[config.mk]
export PLATFORM = sky130hd
export DESIGN_NAME = color_key_span_tracker_top
export DESIGN_NICKNAME = d
export VERILOG_FILES = /design/src/hw/rtl/ckst_pkg.sv /design/src/hw/rtl/ckst_span.sv /design/src/hw/rtl/ckst_result.sv /design/src/hw/rtl/color_key_span_tracker_top.sv
export SDC_FILE = /design/constraint.sdc
export NUM_CORES = 1
export LEC_CHECK = 0
export BUFFER_PORTS_ARGS = -buffer_cell sky130_fd_sc_hd__buf_2
export CORE_MARGIN = 5
export CORE_UTILIZATION = 30
export CTS_CLUSTER_SIZE = 16
export DETAILED_ROUTE_END_ITERATION = 10
export SYNTH_ARGS = -nofsm -noshare
export SYNTH_HDL_FRONTEND = slang
export SYNTH_SLANG_ARGS = --single-unit
[constraint.sdc]
create_clock -name i_clk -period 8.4 [get_ports i_clk]
set_input_delay 0.42 -clock i_clk [delete_from_list [all_inputs] [get_ports i_clk]]
set_output_delay 0.42 -clock i_clk [all_outputs]
set_load 0.05 [all_outputs]
[src/hw/rtl/ckst_pkg.sv]
// shared types, constants and helpers for the color key span tracker
// no dependencies; used by ckst_span, ckst_result and the top level
package ckst_pkg;

    localparam int unsigned COL_W       = 9;
    localparam int unsigned STRIP_WIDTH = 512;
    localparam int unsigned STRIP_CMP_W = 13;
    localparam int unsigned CHAN_W      = 8;
    localparam int unsigned COLOR_W     = 24;
    localparam int unsigned DIST_W      = 10;
    localparam int unsigned OFFSET_W    = 10;
    localparam int unsigned MARGIN_W    = 8;
    localparam int unsigned LIMIT_W     = 4;
    localparam int unsigned POS_W       = 11;
    localparam int unsigned MISS_W      = 5;
    localparam int unsigned ADDR_W      = 5;
    localparam int unsigned DATA_W      = 32;

    localparam logic [MISS_W-1:0]   MISS_MAX = '1;
    localparam logic [COL_W-1:0]    FIRST_RESET = '1;
    localparam logic [COL_W-1:0]    LAST_RESET  = '0;

    localparam logic [COLOR_W-1:0]  BAND_COLOR_RESET     = 24'd11389482;
    localparam logic [COLOR_W-1:0]  CURSOR_COLOR_RESET   = 24'd10352382;
    localparam logic [DIST_W-1:0]   DISTANCE_LIMIT_RESET = 10'd80;
    localparam logic [OFFSET_W-1:0] COLUMN_OFFSET_RESET  = 10'd412;
    localparam logic [MARGIN_W-1:0] STEER_MARGIN_RESET   = 8'd2;
    localparam logic [LIMIT_W-1:0]  MISS_LIMIT_RESET     = 4'd10;

    // floor(x / 3) by reciprocal, exact for x below 2048
    localparam logic [19:0] DIV3_MUL   = 20'd683;
    localparam int unsigned DIV3_SHIFT = 11;

    typedef enum logic [2:0] {
        REG_BAND_COLOR     = 3'd0,
        REG_CURSOR_COLOR   = 3'd1,
        REG_DISTANCE_LIMIT = 3'd2,
        REG_COLUMN_OFFSET  = 3'd3,
        REG_STEER_MARGIN   = 3'd4,
        REG_MISS_LIMIT     = 3'd5
    } t_reg_idx;

    typedef enum logic [1:0] {
        STEER_NONE    = 2'd0,
        STEER_RIGHT   = 2'd1,
        STEER_LEFT    = 2'd2,
        STEER_RELEASE = 2'd3
    } t_steer;

    typedef struct packed {
        logic [COLOR_W-1:0]  band_color;
        logic [COLOR_W-1:0]  cursor_color;
        logic [DIST_W-1:0]   distance_limit;
        logic [OFFSET_W-1:0] column_offset;
        logic [MARGIN_W-1:0] steer_margin;
        logic [LIMIT_W-1:0]  miss_limit;
    } t_cfg;

    typedef struct packed {
        logic             band_seen;
        logic [COL_W-1:0] band_first;
        logic [COL_W-1:0] band_last;
        logic             cursor_seen;
        logic [COL_W-1:0] cursor_first;
        logic [COL_W-1:0] cursor_last;
    } t_frame_span;

    localparam t_frame_span SPAN_CLEAR = '{
        band_seen:    1'b0,
        band_first:   FIRST_RESET,
        band_last:    LAST_RESET,
        cursor_seen:  1'b0,
        cursor_first: FIRST_RESET,
        cursor_last:  LAST_RESET
    };

    function automatic logic [COL_W-1:0] div3(input logic [COL_W:0] x);
        logic [19:0] prod;
        prod = 20'(x) * DIV3_MUL;
        return prod[DIV3_SHIFT +: COL_W];
    endfunction

endpackage

[src/hw/rtl/ckst_span.sv]
// pixel input register, key color matching and per-frame span tracking
// depends on ckst_pkg; hands a frame span snapshot to ckst_result
module ckst_span (
    input  logic                        i_clk,
    input  logic                        i_rst_n,
    input  ckst_pkg::t_cfg              i_cfg,
    input  logic                        i_valid,
    output logic                        o_ready,
    input  logic [ckst_pkg::CHAN_W-1:0] i_blue,
    input  logic [ckst_pkg::CHAN_W-1:0] i_green,
    input  logic [ckst_pkg::CHAN_W-1:0] i_red,
    input  logic [ckst_pkg::COL_W-1:0]  i_column,
    input  logic                        i_frame_end,
    output logic                        o_valid,
    input  logic                        i_ready,
    output ckst_pkg::t_frame_span       o_span
);

    function automatic logic [ckst_pkg::CHAN_W-1:0] absdiff(
        input logic [ckst_pkg::CHAN_W-1:0] a,
        input logic [ckst_pkg::CHAN_W-1:0] b
    );
        return (a > b) ? (a - b) : (b - a);
    endfunction

    function automatic logic [ckst_pkg::DIST_W-1:0] key_dist(
        input logic [ckst_pkg::COLOR_W-1:0] key,
        input logic [ckst_pkg::CHAN_W-1:0]  b,
        input logic [ckst_pkg::CHAN_W-1:0]  g,
        input logic [ckst_pkg::CHAN_W-1:0]  r
    );
        return ckst_pkg::DIST_W'(absdiff(b, key[23:16]))
             + ckst_pkg::DIST_W'(absdiff(g, key[15:8]))
             + ckst_pkg::DIST_W'(absdiff(r, key[7:0]));
    endfunction

    logic                        r_s1_v;
    logic [ckst_pkg::CHAN_W-1:0] r_blue;
    logic [ckst_pkg::CHAN_W-1:0] r_green;
    logic [ckst_pkg::CHAN_W-1:0] r_red;
    logic [ckst_pkg::COL_W-1:0]  r_col;
    logic                        r_fend;

    ckst_pkg::t_frame_span r_span;
    ckst_pkg::t_frame_span n_span;
    ckst_pkg::t_frame_span r_snap;
    logic                  r_snap_v;

    logic in_strip;
    logic band_hit;
    logic cursor_hit;
    logic s1_go;
    logic accept;

    assign s1_go   = r_s1_v && (!r_fend || !r_snap_v || i_ready);
    assign o_ready = !r_s1_v || s1_go;
    assign accept  = i_valid && o_ready;

    assign in_strip = ckst_pkg::STRIP_CMP_W'(r_col)
                    < ckst_pkg::STRIP_CMP_W'(ckst_pkg::STRIP_WIDTH);
    assign band_hit = r_s1_v && in_strip
        && (key_dist(i_cfg.band_color, r_blue, r_green, r_red) < i_cfg.distance_limit);
    assign cursor_hit = r_s1_v && in_strip
        && (key_dist(i_cfg.cursor_color, r_blue, r_green, r_red) < i_cfg.distance_limit);

    // span including the pixel now in the input register
    always_comb begin
        n_span = r_span;
        if (band_hit) begin
            n_span.band_seen = 1'b1;
            if (r_col < r_span.band_first) n_span.band_first = r_col;
            if (r_col > r_span.band_last)  n_span.band_last  = r_col;
        end
        if (cursor_hit) begin
            n_span.cursor_seen = 1'b1;
            if (r_col < r_span.cursor_first) n_span.cursor_first = r_col;
            if (r_col > r_span.cursor_last)  n_span.cursor_last  = r_col;
        end
    end

    always_ff @(posedge i_clk) begin
        if (!i_rst_n) begin
            r_s1_v <= 1'b0;
        end else if (accept) begin
            r_s1_v <= 1'b1;
        end else if (s1_go) begin
            r_s1_v <= 1'b0;
        end
        if (accept) begin
            r_blue  <= i_blue;
            r_green <= i_green;
            r_red   <= i_red;
            r_col   <= i_column;
            r_fend  <= i_frame_end;
        end
    end

    always_ff @(posedge i_clk) begin
        if (!i_rst_n) begin
            r_span   <= ckst_pkg::SPAN_CLEAR;
            r_snap_v <= 1'b0;
        end else begin
            if (s1_go) begin
                r_span <= r_fend ? ckst_pkg::SPAN_CLEAR : n_span;
            end
            r_snap_v <= (r_snap_v && !i_ready) || (s1_go && r_fend);
        end
        if (s1_go && r_fend) begin
            r_snap <= n_span;
        end
    end

    assign o_valid = r_snap_v;
    assign o_span  = r_snap;

endmodule

[src/hw/rtl/ckst_result.sv]
// frame result: band window, cursor center, steer code and missed-frame count
// depends on ckst_pkg; fed by the frame span snapshot from ckst_span
module ckst_result (
    input  logic                       i_clk,
    input  logic                       i_rst_n,
    input  ckst_pkg::t_cfg             i_cfg,
    input  logic                       i_valid,
    output logic                       o_ready,
    input  ckst_pkg::t_frame_span      i_span,
    output logic                       o_valid,
    input  logic                       i_ready,
    output logic                       o_band_found,
    output logic [ckst_pkg::POS_W-1:0] o_band_low,
    output logic [ckst_pkg::POS_W-1:0] o_band_high,
    output logic                       o_cursor_found,
    output logic [ckst_pkg::POS_W-1:0] o_cursor_pos,
    output logic [1:0]                 o_steer,
    output logic                       o_give_up
);

    localparam int unsigned CMP_W = ckst_pkg::POS_W + 1;

    logic [ckst_pkg::COL_W-1:0]  band_span;
    logic [ckst_pkg::POS_W-1:0]  band_base;
    logic [ckst_pkg::COL_W:0]    cursor_sum;
    logic [ckst_pkg::POS_W-1:0]  n_blow;
    logic [ckst_pkg::POS_W-1:0]  n_bhigh;
    logic [ckst_pkg::POS_W-1:0]  n_cpos;

    logic                        r_pos_v;
    logic                        r_bfound;
    logic [ckst_pkg::POS_W-1:0]  r_blow;
    logic [ckst_pkg::POS_W-1:0]  r_bhigh;
    logic                        r_cfound;
    logic [ckst_pkg::POS_W-1:0]  r_cpos;

    logic                        both_found;
    logic [CMP_W-1:0]            low_edge;
    logic [CMP_W-1:0]            cursor_edge;
    ckst_pkg::t_steer            n_steer;
    logic [ckst_pkg::MISS_W-1:0] n_miss;

    logic                        r_out_v;
    logic                        r_bfound_o;
    logic [ckst_pkg::POS_W-1:0]  r_blow_o;
    logic [ckst_pkg::POS_W-1:0]  r_bhigh_o;
    logic                        r_cfound_o;
    logic [ckst_pkg::POS_W-1:0]  r_cpos_o;
    ckst_pkg::t_steer            r_steer;
    logic                        r_give_up;
    logic [ckst_pkg::MISS_W-1:0] r_miss;

    logic out_free;
    logic pos_go;

    assign out_free = !r_out_v || i_ready;
    assign pos_go   = r_pos_v && out_free;
    assign o_ready  = !r_pos_v || out_free;

    // positions never pass 2047 with 9-bit columns and a 10-bit offset
    assign band_span  = i_span.band_last - i_span.band_first;
    assign band_base  = ckst_pkg::POS_W'(i_span.band_first)
                      + ckst_pkg::POS_W'(i_cfg.column_offset);
    assign cursor_sum = {1'b0, i_span.cursor_first} + {1'b0, i_span.cursor_last};

    always_comb begin
        n_blow  = '0;
        n_bhigh = '0;
        n_cpos  = '0;
        if (i_span.band_seen) begin
            n_blow  = band_base + ckst_pkg::POS_W'(ckst_pkg::div3({1'b0, band_span}));
            n_bhigh = band_base + ckst_pkg::POS_W'(ckst_pkg::div3({band_span, 1'b0}));
        end
        if (i_span.cursor_seen) begin
            n_cpos = ckst_pkg::POS_W'(cursor_sum[ckst_pkg::COL_W:1])
                   + ckst_pkg::POS_W'(i_cfg.column_offset);
        end
    end

    always_ff @(posedge i_clk) begin
        if (!i_rst_n) begin
            r_pos_v <= 1'b0;
        end else begin
            r_pos_v <= (r_pos_v && !out_free) || (i_valid && o_ready);
        end
        if (i_valid && o_ready) begin
            r_bfound <= i_span.band_seen;
            r_blow   <= n_blow;
            r_bhigh  <= n_bhigh;
            r_cfound <= i_span.cursor_seen;
            r_cpos   <= n_cpos;
        end
    end

    assign both_found  = r_bfound && r_cfound;
    assign low_edge    = CMP_W'(r_blow) + CMP_W'(i_cfg.steer_margin);
    assign cursor_edge = CMP_W'(r_cpos) + CMP_W'(i_cfg.steer_margin);

    always_comb begin
        n_steer = ckst_pkg::STEER_NONE;
        if (both_found) begin
            if (CMP_W'(r_cpos) < low_edge) begin
                n_steer = ckst_pkg::STEER_RIGHT;
            end else if (cursor_edge > CMP_W'(r_bhigh)) begin
                n_steer = ckst_pkg::STEER_LEFT;
            end else begin
                n_steer = ckst_pkg::STEER_RELEASE;
            end
        end
    end

    always_comb begin
        if (both_found) begin
            n_miss = '0;
        end else if (r_miss == ckst_pkg::MISS_MAX) begin
            n_miss = r_miss;
        end else begin
            n_miss = r_miss + 1'b1;
        end
    end

    always_ff @(posedge i_clk) begin
        if (!i_rst_n) begin
            r_out_v <= 1'b0;
            r_miss  <= '0;
        end else begin
            r_out_v <= (r_out_v && !i_ready) || pos_go;
            if (pos_go) begin
                r_miss <= n_miss;
            end
        end
        if (pos_go) begin
            r_bfound_o <= r_bfound;
            r_blow_o   <= r_blow;
            r_bhigh_o  <= r_bhigh;
            r_cfound_o <= r_cfound;
            r_cpos_o   <= r_cpos;
            r_steer    <= n_steer;
            r_give_up  <= n_miss > ckst_pkg::MISS_W'(i_cfg.miss_limit);
        end
    end

    assign o_valid        = r_out_v;
    assign o_band_found   = r_bfound_o;
    assign o_band_low     = r_blow_o;
    assign o_band_high    = r_bhigh_o;
    assign o_cursor_found = r_cfound_o;
    assign o_cursor_pos   = r_cpos_o;
    assign o_steer        = r_steer;
    assign o_give_up      = r_give_up;

    a_steer_needs_both: assert property (@(posedge i_clk) disable iff (!i_rst_n)
        r_out_v && (r_steer != ckst_pkg::STEER_NONE) |-> r_bfound_o && r_cfound_o)
        else $error("steer code set on a missed frame");

    a_window_order: assert property (@(posedge i_clk) disable iff (!i_rst_n)
        r_out_v && r_bfound_o |-> r_blow_o <= r_bhigh_o)
        else $error("band window low edge above high edge");

    a_unseen_zero: assert property (@(posedge i_clk) disable iff (!i_rst_n)
        r_out_v && !r_bfound_o |-> (r_blow_o == '0) && (r_bhigh_o == '0))
        else $error("band window nonzero without band pixels");

    a_found_clears_give_up: assert property (@(posedge i_clk) disable iff (!i_rst_n)
        pos_go && both_found |=> (r_miss == '0) && !r_give_up)
        else $error("found frame did not clear miss count");

endmodule

[src/hw/rtl/color_key_span_tracker_top.sv]
// top level of the color key span tracker: config registers and the two stages
// depends on ckst_pkg, ckst_span and ckst_result
//
// One pixel is accepted per clock when the output side keeps up; the span
// min/max update is combinational on the input register, which sets that
// rate. The frame result passes the input register, span snapshot, position
// stage and output register after its frame_end pixel is accepted. Pixels
// without frame_end give no result. Registers sit at byte addresses 4*i:
// band_color, cursor_color, distance_limit, column_offset, steer_margin,
// miss_limit; change them only while no frame is in flight.
module color_key_span_tracker_top (
    input  logic                        i_clk,
    input  logic                        i_rst_n,
    input  logic                        psel,
    input  logic                        penable,
    input  logic                        pwrite,
    input  logic [ckst_pkg::ADDR_W-1:0] paddr,
    input  logic [ckst_pkg::DATA_W-1:0] pwdata,
    output logic [ckst_pkg::DATA_W-1:0] prdata,
    output logic                        pready,
    input  logic                        i_valid,
    output logic                        o_ready,
    input  logic [ckst_pkg::CHAN_W-1:0] i_blue,
    input  logic [ckst_pkg::CHAN_W-1:0] i_green,
    input  logic [ckst_pkg::CHAN_W-1:0] i_red,
    input  logic [ckst_pkg::COL_W-1:0]  i_column,
    input  logic                        i_frame_end,
    output logic                        o_valid,
    input  logic                        i_ready,
    output logic                        o_band_found,
    output logic [ckst_pkg::POS_W-1:0]  o_band_low,
    output logic [ckst_pkg::POS_W-1:0]  o_band_high,
    output logic                        o_cursor_found,
    output logic [ckst_pkg::POS_W-1:0]  o_cursor_pos,
    output logic [1:0]                  o_steer,
    output logic                        o_give_up
);

    ckst_pkg::t_cfg        r_cfg;
    ckst_pkg::t_reg_idx    reg_idx;
    ckst_pkg::t_frame_span span;
    logic                  span_valid;
    logic                  span_ready;
    logic                  cfg_write;

    assign pready    = 1'b1;
    assign reg_idx   = ckst_pkg::t_reg_idx'(paddr[4:2]);
    assign cfg_write = psel && penable && pwrite && pready;

    always_ff @(posedge i_clk) begin
        if (!i_rst_n) begin
            r_cfg.band_color     <= ckst_pkg::BAND_COLOR_RESET;
            r_cfg.cursor_color   <= ckst_pkg::CURSOR_COLOR_RESET;
            r_cfg.distance_limit <= ckst_pkg::DISTANCE_LIMIT_RESET;
            r_cfg.column_offset  <= ckst_pkg::COLUMN_OFFSET_RESET;
            r_cfg.steer_margin   <= ckst_pkg::STEER_MARGIN_RESET;
            r_cfg.miss_limit     <= ckst_pkg::MISS_LIMIT_RESET;
        end else if (cfg_write) begin
            case (reg_idx)
                ckst_pkg::REG_BAND_COLOR: begin
                    r_cfg.band_color <= pwdata[ckst_pkg::COLOR_W-1:0];
                end
                ckst_pkg::REG_CURSOR_COLOR: begin
                    r_cfg.cursor_color <= pwdata[ckst_pkg::COLOR_W-1:0];
                end
                ckst_pkg::REG_DISTANCE_LIMIT: begin
                    r_cfg.distance_limit <= pwdata[ckst_pkg::DIST_W-1:0];
                end
                ckst_pkg::REG_COLUMN_OFFSET: begin
                    r_cfg.column_offset <= pwdata[ckst_pkg::OFFSET_W-1:0];
                end
                ckst_pkg::REG_STEER_MARGIN: begin
                    r_cfg.steer_margin <= pwdata[ckst_pkg::MARGIN_W-1:0];
                end
                ckst_pkg::REG_MISS_LIMIT: begin
                    r_cfg.miss_limit <= pwdata[ckst_pkg::LIMIT_W-1:0];
                end
                default: begin
                end
            endcase
        end
    end

    always_comb begin
        case (reg_idx)
            ckst_pkg::REG_BAND_COLOR:     prdata = ckst_pkg::DATA_W'(r_cfg.band_color);
            ckst_pkg::REG_CURSOR_COLOR:   prdata = ckst_pkg::DATA_W'(r_cfg.cursor_color);
            ckst_pkg::REG_DISTANCE_LIMIT: prdata = ckst_pkg::DATA_W'(r_cfg.distance_limit);
            ckst_pkg::REG_COLUMN_OFFSET:  prdata = ckst_pkg::DATA_W'(r_cfg.column_offset);
            ckst_pkg::REG_STEER_MARGIN:   prdata = ckst_pkg::DATA_W'(r_cfg.steer_margin);
            ckst_pkg::REG_MISS_LIMIT:     prdata = ckst_pkg::DATA_W'(r_cfg.miss_limit);
            default:                      prdata = '0;
        endcase
    end

    ckst_span u_span (
        .i_clk       (i_clk),
        .i_rst_n     (i_rst_n),
        .i_cfg       (r_cfg),
        .i_valid     (i_valid),
        .o_ready     (o_ready),
        .i_blue      (i_blue),
        .i_green     (i_green),
        .i_red       (i_red),
        .i_column    (i_column),
        .i_frame_end (i_frame_end),
        .o_valid     (span_valid),
        .i_ready     (span_ready),
        .o_span      (span)
    );

    ckst_result u_result (
        .i_clk          (i_clk),
        .i_rst_n        (i_rst_n),
        .i_cfg          (r_cfg),
        .i_valid        (span_valid),
        .o_ready        (span_ready),
        .i_span         (span),
        .o_valid        (o_valid),
        .i_ready        (i_ready),
        .o_band_found   (o_band_found),
        .o_band_low     (o_band_low),
        .o_band_high    (o_band_high),
        .o_cursor_found (o_cursor_found),
        .o_cursor_pos   (o_cursor_pos),
        .o_steer        (o_steer),
        .o_give_up      (o_give_up)
    );

endmodule
# == Word level (Yosys, flattened, before mapping) ==
# Index checks and enable logic that the tools add are counted.
# totals
mem_count,0
register_bits,272
ram_bits,0
mem_bits_ro,0
latch_bits,0
output_inout_bits,73
input_bits,78
# classes
bitwise,1
n_lt_le_gt_ge,15
addsub,25
n_eq_ne,6
n_mul,2
div,0
n_reduce_logical,38
shift,0
n_mux,20
# op_table
op,n
$pmux W24 S6,1
$sub A8 B8 Y8,12
$gt A8 B8 Y1,6
$mux W8,6
$mul A9 B10 Y19 const B,2
$mux W19,2
$mux W38,1
$mux W9,4
$add A11 B8 Y12,2
$add A9 B10 Y11,2
$add A10 B8 Y10,2
$lt A10 B10 Y1,2
$add A8 B8 Y9,2
$gt A9 B9 Y1,2
$lt A9 B9 Y1,2
$logic_and A1 B1 Y1,13
$gt A12 B11 Y1,1
$lt A11 B12 Y1,1
$reduce_and A2 Y1,6
$add A11 B8 Y11,1
$add A11 B9 Y11,1
$add A9 B9 Y10,1
$mux W5,2
$sub A9 B9 Y9,1
13 further kinds,32

# == Depth between registers and ports, before layout ==
# Gate-level depths: netlist of run 1.
# logic_depth
ltp_word,8
mapped_depth,33

# == Modules after synthesis ==
# Synthesis of run 1 repeated with hierarchy kept, for this count alone.
# unflattened
hier_cells,2234
hier_area_um2,21610.7
# modules_own_cells
module,area_per_inst_um2,seq_area_each_um2,instances,cells_each
ckst_span,10058.4,2962.8,1,1043
ckst_result,7632.3,2332.2,1,752
color_key_span_tracker_top,3920.0,1601.5,1,439

# == Least setup slack after synthesis of run 1 ==
# Ideal clock, no wire load.
# synth_timing
kind,register to register
from,"register u_span.r_snap, in the netlist u_span.o_span[19]"
to,"register u_result.r_blow[8] (netlist bit), data pin"
slack_ns,1.377
stages_incl_launch_ff,33
required_ns,8.121
arrival_ns,6.744
setup_ns,0.279
cell_sequence,edfxtp_1 -> inv_1 -> ha_1 -> inv_1 -> fa_1 -> a21o_1 -> a21oi_1 -> o21bai_1 -> a21oi_1 -> o21ai_0 -> xnor2_1 -> ha_1 -> inv_1 -> fa_1 -> inv_1 -> fa_1 -> inv_1 -> fa_1 -> inv_1 -> ha_1 -> a21o_1 -> a31oi_1 -> o211ai_1 -> a21o_1 -> a31o_2 -> a21oi_1 -> xnor2_1 -> ha_1 -> a21oi_1 -> nor2b_1 -> nor3_1 -> a211oi_1 -> o311ai_0
# synth_via
elab_chain_cells,3
# synth_lines
item,line_no,rtl
"start, declared",ckst_span.sv:46,ckst_pkg::t_frame_span r_snap;
"start signal, assigned",ckst_span.sv:109,r_snap <= n_span;
$sub A9 B9 Y9,ckst_result.sv:61,assign band_span = i_span.band_last - i_span.band_first;
$mul A9 B10 Y19,ckst_pkg.sv:79,prod = 20'(x) * DIV3_MUL;
$add A11 B8 Y11,ckst_result.sv:71,"n_blow = band_base + ckst_pkg::POS_W'(ckst_pkg::div3({1'b0, band_span}));"
"end signal, assigned",ckst_result.sv:88,r_blow <= n_blow;
"end, declared",ckst_result.sv:32,logic [ckst_pkg::POS_W-1:0] r_blow;
# No other way between the ends.
# A chain may end at the register's enable or synchronous reset.

# == Worst setup path in the final report of run 1 ==
# Same ends and word-level chain as after synthesis.

==> run summary, run 1 <==
Status: finished, final reports clean
Cts hold-fix bufs: 0
Setup Viol. Count Final: 0
Slowest CP cell: fa_1
RSZ-0062 raised after global routing: no
CP Depth: 32
Cell Area, Placed: 23,500 um2
NumNets Final: 2,832
Slew @ Worst Pin: 1.21 ns
PortBufs: 131
CP Data Required Time: 8.65 ns
First-pass GRT wire length: 87,700 um
Final Hold Vio Count: 0
Die Area: 78,100 um2
Fmax: 130 MHz
Hold Crit Class: in2reg
Filler cell count: 7,345
Die width: 279 um
DP HPWL: 44,500 um
Area Growth Syn to Fin: 13.3%
Register area share after synthesis: 0.317
Synth warn: 0
DRC errors left: 0
MaxCap Viol Count: 0
Fin area: 24,700 um2
Worst Clk Skew: 0.0266 ns
Number of synthesized flops with an enable pin: 145
Worst EP arrival: 7.96 ns
Fin crit share: 0.918
WL final: 55,500 um
Initial antenna violation count: 14
Cell variety after synth: 83
CORE AREA: 71,700 um2
Resized cells post-CTS: 0
Async SR Flop Fraction: 0
Vias per std cell: 4.83
Startpoint types: register
CTS Buf Count: 34
Ports: 151
DRT Pass-1 Iters: 5
Hold depth: 1
PwrDens: 395 nW/um2
Peak supply drop: 0.000476 V
R2R depth: 32
Relative slew margins: 0.193
Worst Hold Launch: i_blue[1]
Synthesized instance count: 2,283
Critical Path Start: u_span.o_span[19]
Start of the worst register-to-register path: u_span.o_span[19]
Fin. max-slew vios: 0
Most numerous cell on the critical path: inv_1
Die Y: 279 um
DR iter-0 viols: 913
DP Worst Slack: 0.696 ns
Initial Utilization: 0.304
Layout cells sized above 1: 0.115
Crit path capture type: register
#FFs+latches synth: 272
Crit path max fanout: 6
Vias in the first global route: 15,857
Routed wire per std cell: 16.4 um
Top_reg_cell synth: edfxtp_1
Setup_tns: 0 ns
Leakage power: 10.8 nW
CP top delay family: adder cells
Number of routed nets with antenna violations: 0
Htree depth: 2
Total gr overflow: 0
Tmin final: 7.71 ns
Routability congestion estimate: 0.866
DR vias: 16,344
Cell area after synthesis: 21,800 um2
Clock sink total: 272
CP bufs+invs: 6
Largest net degree at the start of global routing: 95
Clock latency on the worst-skew pair: 0.55 ns
Clock root buffer: clkbuf_16
Slowest Stage Delay on Critical Path: 0.54 ns
Setup bufs post-CTS: 0
Total track usage: 0.139
Clock slew at reported path FFs: 0.06 ns
Maximum root-to-sink buffer count: 3
Rows: 98
CTS tree: built
Final setup slack of the worst path: 0.689 ns
Worst setup path class: reg2reg
Avg Cell Area, Syn: 9.54 um2
## placed cells by master, fill, tap and decap left out, drive strengths merged, types with 28 or more instances in the layout
master	n
ha	307
inv	289
nand2	162
edfxtp	145
buf	143
dfxtp	127
mux2i	125
nor2	124
a21oi	122
o21ai	88
xnor2	84
o211ai	53
nor2b	50
clkbuf	47
fa	44
a21o	38
xor2	37
nand3	32
a21boi	32
mux2	28
nor3	28
## worst register-to-register path, delay by kind of cell, from the launching register on
kind | cells | cell delay (ns)
buf+inv | 6 | 0.36
fa+ha+maj | 8 | 3.12
simple gates | 2 | 0.42
compound gates | 14 | 2.80
xor+xnor | 2 | 0.37
flops | 1 | 0.37
## worst paths after layout
path                             end  slack (ns)
max               u_result.r_blow[8]        0.69
min                 u_span.r_blue[1]        0.05
max reg2reg       u_result.r_blow[8]        0.69
min reg2reg  u_result.o_band_high[8]        0.45
## cell type report
class	instances	area (um2)	area share
diodes	4	10.0	0.000406
clock buffers	47	1010	0.0411
clock inverters	15	154	0.00624
inverters	287	1080	0.0437
multi-input cells	1665	13600	0.551
flip-flops and latches	272	6900	0.279
well taps	950	1190	0.0482
repair buffers	143	746	0.0302
## synthesized netlist by cell type (all sizes together) (37+ instances only)
master,count,share of area
edfxtp,145,0.20
a21o,38,0.013
ha,307,0.18
nor2,124,0.022
a21oi,122,0.029
o21ai,88,0.020
mux2i,125,0.057
inv,287,0.049
nand2,162,0.028
clkbuf,42,0.0072
xnor2,84,0.034
o211ai,53,0.018
xor2,37,0.015
nor2b,50,0.014
dfxtp,127,0.12
fa,44,0.040
## kinds of logic (layout without fill, tap and decap cells)
group,Yosys count,in the layout,synth area share
simple gates,518,518,0.115
compound gates,505,505,0.160
fa+ha+maj,353,353,0.218
buf+inv,353,492,0.0631
flops,272,272,0.317
mux,159,159,0.0781
xor+xnor,121,121,0.0487
other cells,2,13,0.000345
## registers in the layout, indices dropped and copies added, names as in the netlist, 11 cells and up
register	count
u_result.o_band_low	11
u_result.r_blow	11
u_span.o_span	38
u_result.o_band_high	11
u_span.r_span	38
u_result.o_cursor_pos	11
r_cfg	80
u_result.r_bhigh	11
u_result.r_cpos	11
## metrics by stage
step | power, W | cells | util | hold WS (ns)
6_report | 0.00975 | 3383 | 0.344 | 0.0507
5_1_grt | 0.0108 | 3379 | 0.344 | 0.0237
4_1_cts | 0.00984 | 3379 | 0.344 | 0.00915
3_5_place_dp | 0.00824 | 3317 | 0.328 | 0.441
3_3_place_gp | 0.00820 | 3317 | 0.328 | 0.431
2_1_floorplan | 0.00698 | 2290 | - | 0.424
## routing by layer
metal | global-route usage | share of wire
met1 | 0.196 | 0.50
met2 | 0.220 | 0.43
met3 | 0.0292 | 0.050
met4 | 0.0322 | 0.020
met5 | 0 | 0.0017
## where the power goes
group          internal [W]  total, W  switching, W
clock              0.000914   0.00153      0.000612
combinational       0.00285   0.00642       0.00357
sequential          0.00171   0.00180     0.0000931
total               0.00548   0.00975       0.00427
Power figures use the tool's default switching activity.
==> run 2, diff against run 1 <==
- GPL_TIMING_DRIVEN: unset -> 0
==> run summary, run 2 (same netlist as run 1, synthesis figures left out) <==
Htree depth: 1 (-1)
DR vias: 16,725 (+2.3%)
Final Hold Vio Count: 0 (unchanged)
Relative slew margins: 0.245 (+0.0517)
Clock slew at reported path FFs: 0.06 ns (about the same)
Crit path max fanout: 6 (unchanged)
Met3 usage in global routing: 0.0284 (-0.000750)
MaxCap Viol Count: 0 (unchanged)
DR iter-0 viols: 1,016 (+11%)
Initial Utilization: 0.304 (unchanged)
Number of flip-flops in the largest register: 80 (unchanged)
Total track usage: 0.146 (+0.00655)
Slew @ Worst Pin: 1.13 ns (-0.0788 ns)
Area Growth Syn to Fin: 14.7%
Final setup slack of the worst path: 0.659 ns (-0.0292 ns)
Vias in the first global route: 16,201 (+2.2%)
Worst Clk Skew: 0.0111 ns (-0.0156 ns)
Tmin final: 7.74 ns (+0.0292 ns)
PwrDens: 386 nW/um2 (-2.3%)
Startpoint types: register
CTS tree: built
Busiest metal layer after global routing: met2
Setup_tns: 0 ns (unchanged)
CTS Buf Count: 31 (-8.8%)
Layout cells sized above 1: 0.113 (-0.00144)
CORE AREA: 71,700 um2 (unchanged)
CP Data Required Time: 8.72 ns (+0.07 ns)
Slowest CP cell: fa_1
DRT Pass-1 Iters: 5 (unchanged)
CP top delay family: adder cells
NumNets Final: 2,908 (+2.7%)
Hold Crit Class: in2reg
Final Total Pwr: 0.00965 W (-1.1%)
Slowest Stage Delay on Critical Path: 0.54 ns (about the same)
Most numerous cell on the critical path: inv_1
Clock sink total: 272 (unchanged)
Most frequent cells in the layout: 307 x ha_1, 285 x inv_1, 162 x nand2_1
Die width: 279 um (unchanged)
Rows: 98 (unchanged)
Setup Viol. Count Final: 0 (unchanged)
Fmax: 129 MHz (-0.38%)
Largest net degree at the start of global routing: 43 (-55%)
DP HPWL: 48,000 um (+7.8%)
Met2 usage: 0.233 (+0.0131)
DP Worst Slack: 0.553 ns (-0.143 ns)
Clock root buffer: clkbuf_16
Worst setup path class: reg2reg
Largest Register: r_cfg
WL final: 58,900 um (+6.1%)
First-pass GRT wire length: 91,100 um (+4.0%)
PortBufs: 130 (-0.76%)
Ports: 151 (unchanged)
Routability congestion estimate: 0.893 (+3.2%)
Die Y: 279 um (unchanged)
Met1 Resource Use GR: 0.205 (+0.00915)
Leakage power: 10.9 nW (+1.1%)
Fin. max-slew vios: 0 (unchanged)
Die Area: 78,100 um2 (unchanged)
CP bufs+invs: 5 (-1)
Setup bufs post-CTS: 0 (unchanged)
DRC errors left: 0 (unchanged)
Worst EP arrival: 8.06 ns (+0.10 ns)
Initial antenna violation count: 7 (-7)
Maximum root-to-sink buffer count: 3 (unchanged)
Peak supply drop: 0.000517 V (+8.8%)
Clock latency on the worst-skew pair: 0.60 ns (+0.05 ns)
Most common cell after layout, fill and taps aside: ha_1
Total gr overflow: 0 (unchanged)
Fin crit share: 0.922 (+0.00348)
Status: finished, final reports clean
Crit path capture type: register
RSZ-0062 raised after global routing: no
Vias per std cell: 4.83 (about the same)
Number of routed nets with antenna violations: 0 (unchanged)
Routed wire per std cell: 17.0 um (+3.7%)
run 2: cell count changes in the layout (fill, tap and decap cells not counted), sizes merged, moves of 2 or more:
cell         delta
clkbuf         +37
dlygate4sd3    +24
buf            +13
diode           +3
clkinv          -2
clkinvlp        +2
inv             +2
run 2: report_power, final:
| group | switching, W | total [W] | internal, W |
|---|---|---|---|
| clock network | 0.000598 | 0.00137 | 0.000767 |
| registers | 0.0000901 | 0.00180 | 0.00171 |
| logic | 0.00361 | 0.00648 | 0.00287 |
| total | 0.00430 | 0.00965 | 0.00534 |
run 2: repair_timing:
item,CTS,global route
endpoints found under the hold margin,24,0
resized for setup,0,1
hold buffers,24,0
endpoints found under the setup margin,0,1
run 2: worst paths after layout:
| check | cells past startpoint | startpoint | to | slack [ns] |
|---|---|---|---|---|
| worst max register to register | 31 | u_span.o_span[28] | u_result.r_blow[8] | 0.66 |
| worst min register to register | 0 | u_result.r_bhigh[9] | u_result.o_band_high[9] | 0.45 |
| worst max-delay path | 31 | u_span.o_span[28] | u_result.r_blow[8] | 0.66 |
| worst min-delay path | 1 | i_blue[1] | u_span.r_blue[1] | 0.01 |
run 2: per-layer routing:
metal,part of all wire,vias up
met2,0.43,363
met5,0.00070,-
li1,-,8492
met4,0.021,6
met3,0.063,83
met1,0.48,7781
run 2: per-stage QoR:
step | std cells | cell area, um2 | hold WS, ns | util
floorplan | 2290 | 21800 | 0.424 | -
global placement | 3370 | 23600 | 0.433 | 0.330
detailed placement | 3372 | 23700 | 0.435 | 0.331
CTS | 3454 | 25000 | 0.00136 | 0.348
global route | 3455 | 25000 | 0.00103 | 0.348
finish | 3461 | 25000 | 0.0148 | 0.348
run 2: area by class of cell:
type / instances / area [um2]
fillers: 7395 / 46700
multi-input cells: 1665 / 13600
flip-flops and latches: 272 / 6900
well taps: 950 / 1190
inverters: 287 / 1080
repair buffers: 156 / 931
clock buffers: 42 / 877
plain buffers: 66 / 297
clock inverters: 16 / 143
diodes: 7 / 17.5
